File: src/sv/scs_pkg.sv
package scs_pkg;

   // Channels on each of the two buses (16 to 128)
   localparam int CHANNELS_PER_BUS = 128;
   localparam int BUS_COUNT        = 2;
   localparam int BITS_PER_CHANNEL = 8;

   localparam int CHAN_W   = 7;
   localparam int BYTE_W   = BITS_PER_CHANNEL;
   localparam int BIT_W    = $clog2(BITS_PER_CHANNEL);
   localparam int SENSOR_W = 11;
   localparam int IDX_W    = $clog2(CHANNELS_PER_BUS);
   localparam int ADDR_W   = IDX_W + 1;
   // Store is addressed by {bus, channel}, so it spans the full address range
   localparam int ENTRIES  = 1 << ADDR_W;

   localparam logic [CHAN_W:0] CHAN_LIMIT = (CHAN_W + 1)'(CHANNELS_PER_BUS);

   typedef logic [ADDR_W-1:0] addr_type;
   typedef logic [BYTE_W-1:0] byte_type;

   // Work handed from the compare stage to the event emitter
   typedef struct packed {
      logic              bus;
      logic [CHAN_W-1:0] chan;
      byte_type          value;
      byte_type          mask;
   } emit_load_type;

endpackage

File: src/sv/scs_if.sv
interface scs_req_if;
   logic                       valid;
   logic                       ready;
   logic                       bus_select;
   logic [scs_pkg::CHAN_W-1:0] channel;
   logic [scs_pkg::BYTE_W-1:0] channel_value;

   modport source (output valid, output bus_select, output channel, output channel_value,
                   input ready);
   modport sink   (input valid, input bus_select, input channel, input channel_value,
                   output ready);
endinterface

interface scs_rsp_if;
   logic                         valid;
   logic                         ready;
   logic                         event_bus;
   logic [scs_pkg::SENSOR_W-1:0] sensor_number;
   logic                         sensor_level;
   logic                         last_event;

   modport source (output valid, output event_bus, output sensor_number,
                   output sensor_level, output last_event, input ready);
   modport sink   (input valid, input event_bus, input sensor_number,
                   input sensor_level, input last_event, output ready);
endinterface

File: src/sv/sensor_change_event_scanner.sv
// Change-of-state scanner for polled sensor bytes.
//
// req: one word per polled byte (bus_select, channel, channel_value). The
// byte is compared with the level stored for that bus and channel; each
// differing bit, from bit 0 upward, becomes one rsp word carrying the bus,
// sensor number channel*8+bit+1, the new level and a last-event marker.
// The new byte is then stored. Unchanged bytes and channels beyond the
// bus give no words.
//
// Latency: the first event passes through the compare stage, fed by the
// level memory read taken as the word is accepted, and then through the
// emitter register.
// Throughput: one event per cycle while rsp is ready; a byte with k changed
// bits holds the emitter until its k events are out. Unchanged bytes pass
// at one per cycle. The single emitter sets the rate.
// Reset: synchronous; all stored levels read as zero afterwards, no
// clearing pass needed. When rsp stalls, the emitter holds its word, the
// compare stage holds a byte with changes and req.ready drops.
module sensor_change_event_scanner (
   input  logic      clock,
   input  logic      reset,
   scs_req_if.sink   req_port,
   scs_rsp_if.source rsp_port
);

   // Compare stage registers
   logic                       cmp_valid_ff, cmp_valid_in;
   logic                       cmp_bus_ff;
   logic [scs_pkg::CHAN_W-1:0] cmp_chan_ff;
   scs_pkg::byte_type          cmp_value_ff;
   logic                       cmp_range_ff;
   scs_pkg::addr_type          cmp_addr_ff;
   logic                       fwd_hit_ff;
   scs_pkg::byte_type          fwd_data_ff;

   logic                       req_fire;
   logic                       req_range;
   scs_pkg::addr_type          req_addr;
   scs_pkg::byte_type          rd_data;
   scs_pkg::byte_type          old_level;
   scs_pkg::byte_type          diff;
   logic                       cmp_advance;
   logic                       store_en;
   logic                       emit_free;
   logic                       emit_load_en;
   scs_pkg::emit_load_type     emit_load;

   assign req_fire  = req_port.valid && req_port.ready;
   assign req_range = {1'b0, req_port.channel} < scs_pkg::CHAN_LIMIT;
   assign req_addr  = {req_port.bus_select, req_port.channel[scs_pkg::IDX_W-1:0]};

   // Read the stored level as the word enters
   scs_level_store u_store (
      .clock   (clock),
      .reset   (reset),
      .rd_en   (req_fire),
      .rd_addr (req_addr),
      .rd_data (rd_data),
      .wr_en   (store_en),
      .wr_addr (cmp_addr_ff),
      .wr_data (cmp_value_ff)
   );

   // Take the byte being written back in the same cycle when addresses match
   assign old_level = fwd_hit_ff ? fwd_data_ff : rd_data;
   assign diff      = cmp_range_ff ? (old_level ^ cmp_value_ff) : '0;

   // Unchanged bytes pass without waiting for the emitter
   assign cmp_advance  = cmp_valid_ff && ((diff == '0) || emit_free);
   assign store_en     = cmp_advance && cmp_range_ff;
   assign emit_load_en = cmp_advance && (diff != '0);

   assign emit_load.bus   = cmp_bus_ff;
   assign emit_load.chan  = cmp_chan_ff;
   assign emit_load.value = cmp_value_ff;
   assign emit_load.mask  = diff;

   assign req_port.ready = !cmp_valid_ff || cmp_advance;

   always_comb begin
      cmp_valid_in = cmp_valid_ff;
      if (req_fire) begin
         cmp_valid_in = 1'b1;
      end else if (cmp_advance) begin
         cmp_valid_in = 1'b0;
      end
   end

   always_ff @(posedge clock) begin
      if (reset) begin
         cmp_valid_ff <= 1'b0;
      end else begin
         cmp_valid_ff <= cmp_valid_in;
      end
   end

   always_ff @(posedge clock) begin
      if (req_fire) begin
         cmp_bus_ff   <= req_port.bus_select;
         cmp_chan_ff  <= req_port.channel;
         cmp_value_ff <= req_port.channel_value;
         cmp_range_ff <= req_range;
         cmp_addr_ff  <= req_addr;
         fwd_hit_ff   <= store_en && (cmp_addr_ff == req_addr);
         fwd_data_ff  <= cmp_value_ff;
      end
   end

   scs_emitter u_emitter (
      .clock   (clock),
      .reset   (reset),
      .load_en (emit_load_en),
      .load    (emit_load),
      .free    (emit_free),
      .rsp     (rsp_port)
   );

`ifndef ASSERT_OFF
   // Never overwrite events still waiting in the emitter
   assert property (@(posedge clock) disable iff (reset) emit_load_en |-> emit_free)
      else $error("emitter loaded while busy");

   // Write back only from an occupied, in-range compare stage
   assert property (@(posedge clock) disable iff (reset)
                    store_en |-> (cmp_valid_ff && cmp_range_ff))
      else $error("level written without a valid byte");

   // A loaded emitter offers a word in the next cycle
   assert property (@(posedge clock) disable iff (reset) emit_load_en |=> rsp_port.valid)
      else $error("loaded emitter offers no word");

   // An empty compare stage always takes a new word
   assert property (@(posedge clock) disable iff (reset) !cmp_valid_ff |-> req_port.ready)
      else $error("idle compare stage refuses input");
`endif

endmodule

File: src/sv/scs_level_store.sv
module scs_level_store (
   input  logic               clock,
   input  logic               reset,
   input  logic               rd_en,
   input  scs_pkg::addr_type  rd_addr,
   output scs_pkg::byte_type  rd_data,
   input  logic               wr_en,
   input  scs_pkg::addr_type  wr_addr,
   input  scs_pkg::byte_type  wr_data
);

   scs_pkg::byte_type              mem [scs_pkg::ENTRIES];
   logic [scs_pkg::ENTRIES-1:0]    written_ff;
   scs_pkg::byte_type              rd_ff;
   logic                           rd_written_ff;

   always_ff @(posedge clock) begin
      if (wr_en) begin
         mem[wr_addr] <= wr_data;
      end
      if (rd_en) begin
         rd_ff <= mem[rd_addr];
      end
   end

   // Entries never written read as zero
   always_ff @(posedge clock) begin
      if (reset) begin
         written_ff    <= '0;
         rd_written_ff <= 1'b0;
      end else begin
         if (wr_en) begin
            written_ff[wr_addr] <= 1'b1;
         end
         if (rd_en) begin
            rd_written_ff <= written_ff[rd_addr];
         end
      end
   end

   assign rd_data = rd_written_ff ? rd_ff : '0;

endmodule

File: src/sv/scs_emitter.sv
module scs_emitter (
   input  logic                   clock,
   input  logic                   reset,
   input  logic                   load_en,
   input  scs_pkg::emit_load_type load,
   output logic                   free,
   scs_rsp_if.source              rsp
);

   scs_pkg::byte_type          mask_ff,  mask_in;
   scs_pkg::byte_type          value_ff;
   logic                       bus_ff;
   logic [scs_pkg::CHAN_W-1:0] chan_ff;
   logic [scs_pkg::BIT_W-1:0]  low_bit;
   scs_pkg::byte_type          mask_rest;
   logic                       fire;

   // Lowest pending bit goes out first
   always_comb begin
      low_bit = '0;
      for (int i = scs_pkg::BITS_PER_CHANNEL - 1; i >= 0; i--) begin
         if (mask_ff[i]) begin
            low_bit = scs_pkg::BIT_W'(i);
         end
      end
   end

   assign mask_rest = mask_ff & (mask_ff - scs_pkg::BYTE_W'(1));
   assign fire      = rsp.valid && rsp.ready;
   assign free      = (mask_ff == '0) || (fire && (mask_rest == '0));

   assign rsp.valid         = (mask_ff != '0);
   assign rsp.event_bus     = bus_ff;
   assign rsp.sensor_number = {1'b0, chan_ff, low_bit} + scs_pkg::SENSOR_W'(1);
   assign rsp.sensor_level  = value_ff[low_bit];
   assign rsp.last_event    = (mask_rest == '0);

   always_comb begin
      mask_in = mask_ff;
      if (load_en) begin
         mask_in = load.mask;
      end else if (fire) begin
         mask_in = mask_rest;
      end
   end

   always_ff @(posedge clock) begin
      if (reset) begin
         mask_ff <= '0;
      end else begin
         mask_ff <= mask_in;
      end
   end

   always_ff @(posedge clock) begin
      if (load_en) begin
         value_ff <= load.value;
         bus_ff   <= load.bus;
         chan_ff  <= load.chan;
      end
   end

endmodule

File: src/flat_wrapper.sv
// flat-port wrapper written by rule: the top's interface ports become plain ports
module sensor_change_event_scanner_flat 
  (clock, reset, req_port_valid, req_port_bus_select, req_port_channel, req_port_channel_value, req_port_ready, rsp_port_valid, rsp_port_event_bus, rsp_port_sensor_number, rsp_port_sensor_level, rsp_port_last_event, rsp_port_ready);
  scs_req_if req_port_i ();
  scs_rsp_if rsp_port_i ();
  input  logic clock;
  input  logic reset;
  input wire logic [$bits(req_port_i.valid)-1:0] req_port_valid;
  input wire logic [$bits(req_port_i.bus_select)-1:0] req_port_bus_select;
  input wire logic [$bits(req_port_i.channel)-1:0] req_port_channel;
  input wire logic [$bits(req_port_i.channel_value)-1:0] req_port_channel_value;
  output wire logic [$bits(req_port_i.ready)-1:0] req_port_ready;
  output wire logic [$bits(rsp_port_i.valid)-1:0] rsp_port_valid;
  output wire logic [$bits(rsp_port_i.event_bus)-1:0] rsp_port_event_bus;
  output wire logic [$bits(rsp_port_i.sensor_number)-1:0] rsp_port_sensor_number;
  output wire logic [$bits(rsp_port_i.sensor_level)-1:0] rsp_port_sensor_level;
  output wire logic [$bits(rsp_port_i.last_event)-1:0] rsp_port_last_event;
  input wire logic [$bits(rsp_port_i.ready)-1:0] rsp_port_ready;
  assign req_port_i.valid = req_port_valid;
  assign req_port_i.bus_select = req_port_bus_select;
  assign req_port_i.channel = req_port_channel;
  assign req_port_i.channel_value = req_port_channel_value;
  assign req_port_ready = req_port_i.ready;
  assign rsp_port_valid = rsp_port_i.valid;
  assign rsp_port_event_bus = rsp_port_i.event_bus;
  assign rsp_port_sensor_number = rsp_port_i.sensor_number;
  assign rsp_port_sensor_level = rsp_port_i.sensor_level;
  assign rsp_port_last_event = rsp_port_i.last_event;
  assign rsp_port_i.ready = rsp_port_ready;
  sensor_change_event_scanner u_core (.clock(clock), .reset(reset), .req_port(req_port_i), .rsp_port(rsp_port_i));
endmodule
File: config.mk
export PLATFORM = sky130hd
export DESIGN_NAME = sensor_change_event_scanner_flat
export DESIGN_NICKNAME = d
export VERILOG_FILES = /design/src/sv/scs_pkg.sv /design/src/sv/scs_if.sv /design/src/sv/sensor_change_event_scanner.sv /design/src/sv/scs_level_store.sv /design/src/sv/scs_emitter.sv /design/src/flat_wrapper.sv
export SDC_FILE = /design/constraint.sdc
export NUM_CORES = 2
export LEC_CHECK = 0
export ABC_AREA = 1
export BUFFER_PORTS_ARGS = -buffer_cell sky130_fd_sc_hd__buf_2
export CORE_ASPECT_RATIO = 0.75
export CORE_MARGIN = 4
export CORE_UTILIZATION = 35
export CTS_CLUSTER_DIAMETER = 40
export DETAILED_ROUTE_END_ITERATION = 6
export GPL_ROUTABILITY_DRIVEN = 1
export PLACE_DENSITY = 0.59
export SETUP_SLACK_MARGIN = 0.2
export SYNTH_ARGS = -nofsm -noshare
export SYNTH_HDL_FRONTEND = slang
export SYNTH_HIERARCHICAL = 1
export SYNTH_SLANG_ARGS = --single-unit
export TNS_END_PERCENT = 30
File: constraint.sdc
create_clock -name clock -period 13.8 [get_ports clock]
set_input_delay 2.76 -clock clock [delete_from_list [all_inputs] [get_ports clock]]
set_output_delay 2.76 -clock clock [all_outputs]
set_load 0.01 [all_outputs]
==> flow_summary.toml <==
[route]
antenna_left = 0
routed_via_density = 5.541
drc = 0
drt_wl_total_mm = 277.7
first_pass_iters = 6
vias = 65135
drtIter0Drc = 8918
drt-wirelength-per-cell_um = 23.62

[clock_tree]
hold_buffers = 0
clkSlewWorstSetupHoldPaths_ns = 0.06
cts_tree = "yes"
clock_latency_ns = 0.89
post_cts_buffers = 0
cts_resized = 0
numCtsBuffers = 234
cts_buffer_depth = 4
cts-root-buf = "clkbuf_16"
cts.sinks = 2363
htree_levels = 4

[sta]
clock.fmax_ghz = 0.1413
setup_tns_ns = 0
period_needed_ns = 7.076
setup-violations-final = 0
fin_crit_sh_pct = 51.27
max-slew-margin-rel_pct = -12.46
hold_violations = 0
worst_clock_skew_ns = 0.06073
tightest_slew_ns = 1.687
rsz0062_at_grt = "false"
slew_violations = 83

[pwr]
p_seq_share_pct = 50.8
ir_drop_mv = 0.1195
p_switching_mw = 3.955
swShare_pct = 24.83
leakage_nw = 34.00
p_int_mw = 11.97
combPwrFrac_pct = 9.1
powerDensity_mw_per_mm2 = 151.5
clkPwrFrac_pct = 40.1

[grt]
grt_use_met1_pct = 28.85
gr-usage-met3_pct = 4.245
first_global_vias = 60686
grt_max_degree = 227
track_usage_pct = 19.16
grt_busiest_layer = "met1"
gr-usage-met2_pct = 27.84
grt_pass1_wl_mm = 409.0
grt.overflow.total = 0
antenna_found_initial = 7

[synth]
yosysSeqAreaShare_pct = 72.35
synth_flop_cell = "edfxtp_1"
synth-edff-count = 2097
synth_area_leaders = "edfxtp_1 67%, nor2_1 7.3%, dfxtp_1 5.6%"
yosys.area_share.adder_pct = 0.01326
async_flop_share_pct = 0
synth_compound_area_share_pct = 8.949
syn-mean-instance-area_um2 = 11.53
yosys.area_share.simple_pct = 15.33
postSynthCellCount = 8189
yosys_register_bits = 2363
synth_mux_area_share_pct = 0
syn-cell-area_mm2 = 0.09439
syn_nets = 8210
synth_xor_area_share_pct = 0.1392
yosysTopAreaCellShare_pct = 66.71
synth_top_family_by_area = "simple AND/OR/NAND/NOR gates"
synth_warnings = 6
yosysTopAreaCell = "edfxtp_1"
synth_cell_types = 37

[final_layout]
fin_cells = 11756
final_common_cell = "edfxtp_1"
fill_cells = 25144
area_delta_synth_final_pct = 11.42
fin_area_mm2 = 0.1052
final_cell_mix = "2097 x edfxtp_1, 1828 x nor2_1, 1008 x o21ai_0, 916 x nand2_1, 763 x nand3_1"
drive_above_1_share_pct = 6.500
num-nets-final = 8010

[placed_design]
placed_cells_incl_taps = 11322
place.port_buffers = 35
place.gp.congestion = 0.8438
hpwl_mm = 151.3
dpl_cell_area_mm2 = 0.09751

[setup_path]
arrival_ns = 7.78
crit_chain = "buf_8 -> buf_4 -> buf_12 -> buf_4 -> o21ai_0 -> o22ai_1 -> nand2_1 -> nand3_1 -> nand3_1 -> nand3_1 -> nand3_1 -> nand2_1 -> nand2_1 -> nand2_1"
path_buf_inv = 4
endpoint_kind = "register"
path_class = "in2reg"
crit_slowest_cell = "buf_4"
cp.required_ns = 14.50
crit_path_max_incr_delay_ns = 0.90
worstPathMaxFanout = 154
crit_family = "buffers and inverters"
start_kind = "primary input"

[status]
violations = "max-slew violations"
status = "finished, violations left"

[die]
die_h_um = 457.7
start_util_pct = 35.30
ios = 36
std_cell_rows = 164
die_w_um = 607.7
dieArea_mm2 = 0.2781
core_mm2 = 0.2674

[run]
max-cap-violations = 0

[min_path]
min_path_type = "reg2reg"
[path summary, 6_finish.rpt]
path                             startpoint                              to  slack, ns  cells past startpoint
max                     req_port_channel[1]         u_core/u_store/rd_ff[7]       6.72                     14
min reg2reg  u_core/u_store/written_ff[225]  u_core/u_store/written_ff[225]       0.47                      2
max reg2reg          u_core/cmp_value_ff[1]      u_core/u_store/mem[127][4]       8.51                     14
min          u_core/u_store/written_ff[225]  u_core/u_store/written_ff[225]       0.47                      2
[Yosys cell counts (5+ instances only)]
master	n
clkbuf_1	330
buf_2	143
nor2_1	1828
inv_2	7
nand3_1	763
nor2_4	5
nand2_2	11
nand2_4	5
nand3b_1	5
edfxtp_1	2097
o21ai_1	15
o21ba_2	5
a21oi_1	15
buf_4	33
buf_1	52
inv_1	124
dfxtp_1	266
xor2_1	12
buf_6	9
o21ai_0	1008
o22ai_1	504
nor3_1	8
nand2_1	916
[cell type report]
| cell class | instances | area, um2 | area share (%) |
|---|---|---|---|
| sequential | 2363 | 68300 | 64.94 |
| multi-input combinational | 5120 | 23060 | 21.93 |
| clock buffer | 308 | 6397 | 6.083 |
| tap | 3569 | 4466 | 4.246 |
| clock inverter | 123 | 1257 | 1.196 |
| timing repair buffer | 131 | 1107 | 1.053 |
| inverter | 139 | 579.3 | 0.5508 |
| antenna | 3 | 7.507 | 0.007138 |
[cells by family after synthesis]
logic type,count (synthesis)
AOI/OAI and AO/OA,1552
xor gates and xnor gates,15
adders and majority gates,1
buffers and inverters,706
DFF,2363
and+or+nand+nor,3552
[per-stage QoR]
stage	total power [mW]	setup slack, ns	hold slack [ns]	util [%]
floorplan	9.117	7.020	0.4402	-
global placement	9.644	5.933	0.4484	36.47
detailed placement	9.669	6.029	0.4562	36.47
CTS	16.00	6.920	0.4714	39.33
global route	16.46	6.563	0.4896	39.33
finish	15.93	6.724	0.4660	39.33
[per-layer routing]
metal | up-vias | wire length [um]
met4 | 0 | 6571
met2 | 3311 | 119300
li1 | 28788 | -
met1 | 32653 | 121900
met5 | - | 0
met3 | 383 | 29860
[registers in the layout, summed over array words and instances, names as in the netlist]
register / flops
u_core/fwd_hit_ff: 1
u_core/cmp_bus_ff: 1
u_core/cmp_chan_ff: 6
u_core/cmp_valid_ff: 1
u_core/u_store/written_ff: 256
u_core/u_emitter/chan_ff: 7
u_core/cmp_addr_ff: 1
u_core/u_store/rd_ff: 8
u_core/u_store/mem: 2048
u_core/u_emitter/value_ff: 8
u_core/u_emitter/mask_ff: 8
u_core/fwd_data_ff: 8
u_core/cmp_value_ff: 8
u_core/u_emitter/rsp.event_bus: 1
u_core/u_store/rd_written_ff: 1
[power groups by stage]
stage	clock network, mW	registers, mW	logic [mW]
2_1_floorplan	0	8.41	0.708
3_3_place_gp	0	8.24	1.41
3_5_place_dp	0	8.24	1.43
4_1_cts	6.48	8.09	1.43
5_1_grt	6.81	8.09	1.56
6_report	6.39	8.09	1.45
[tightest hold or removal path: cells and delay by family (launching register included)]
kind	cells	cell delay, ns
flops	1	0.32
simple gates	2	0.11
(Power assumes the default switching activity.)
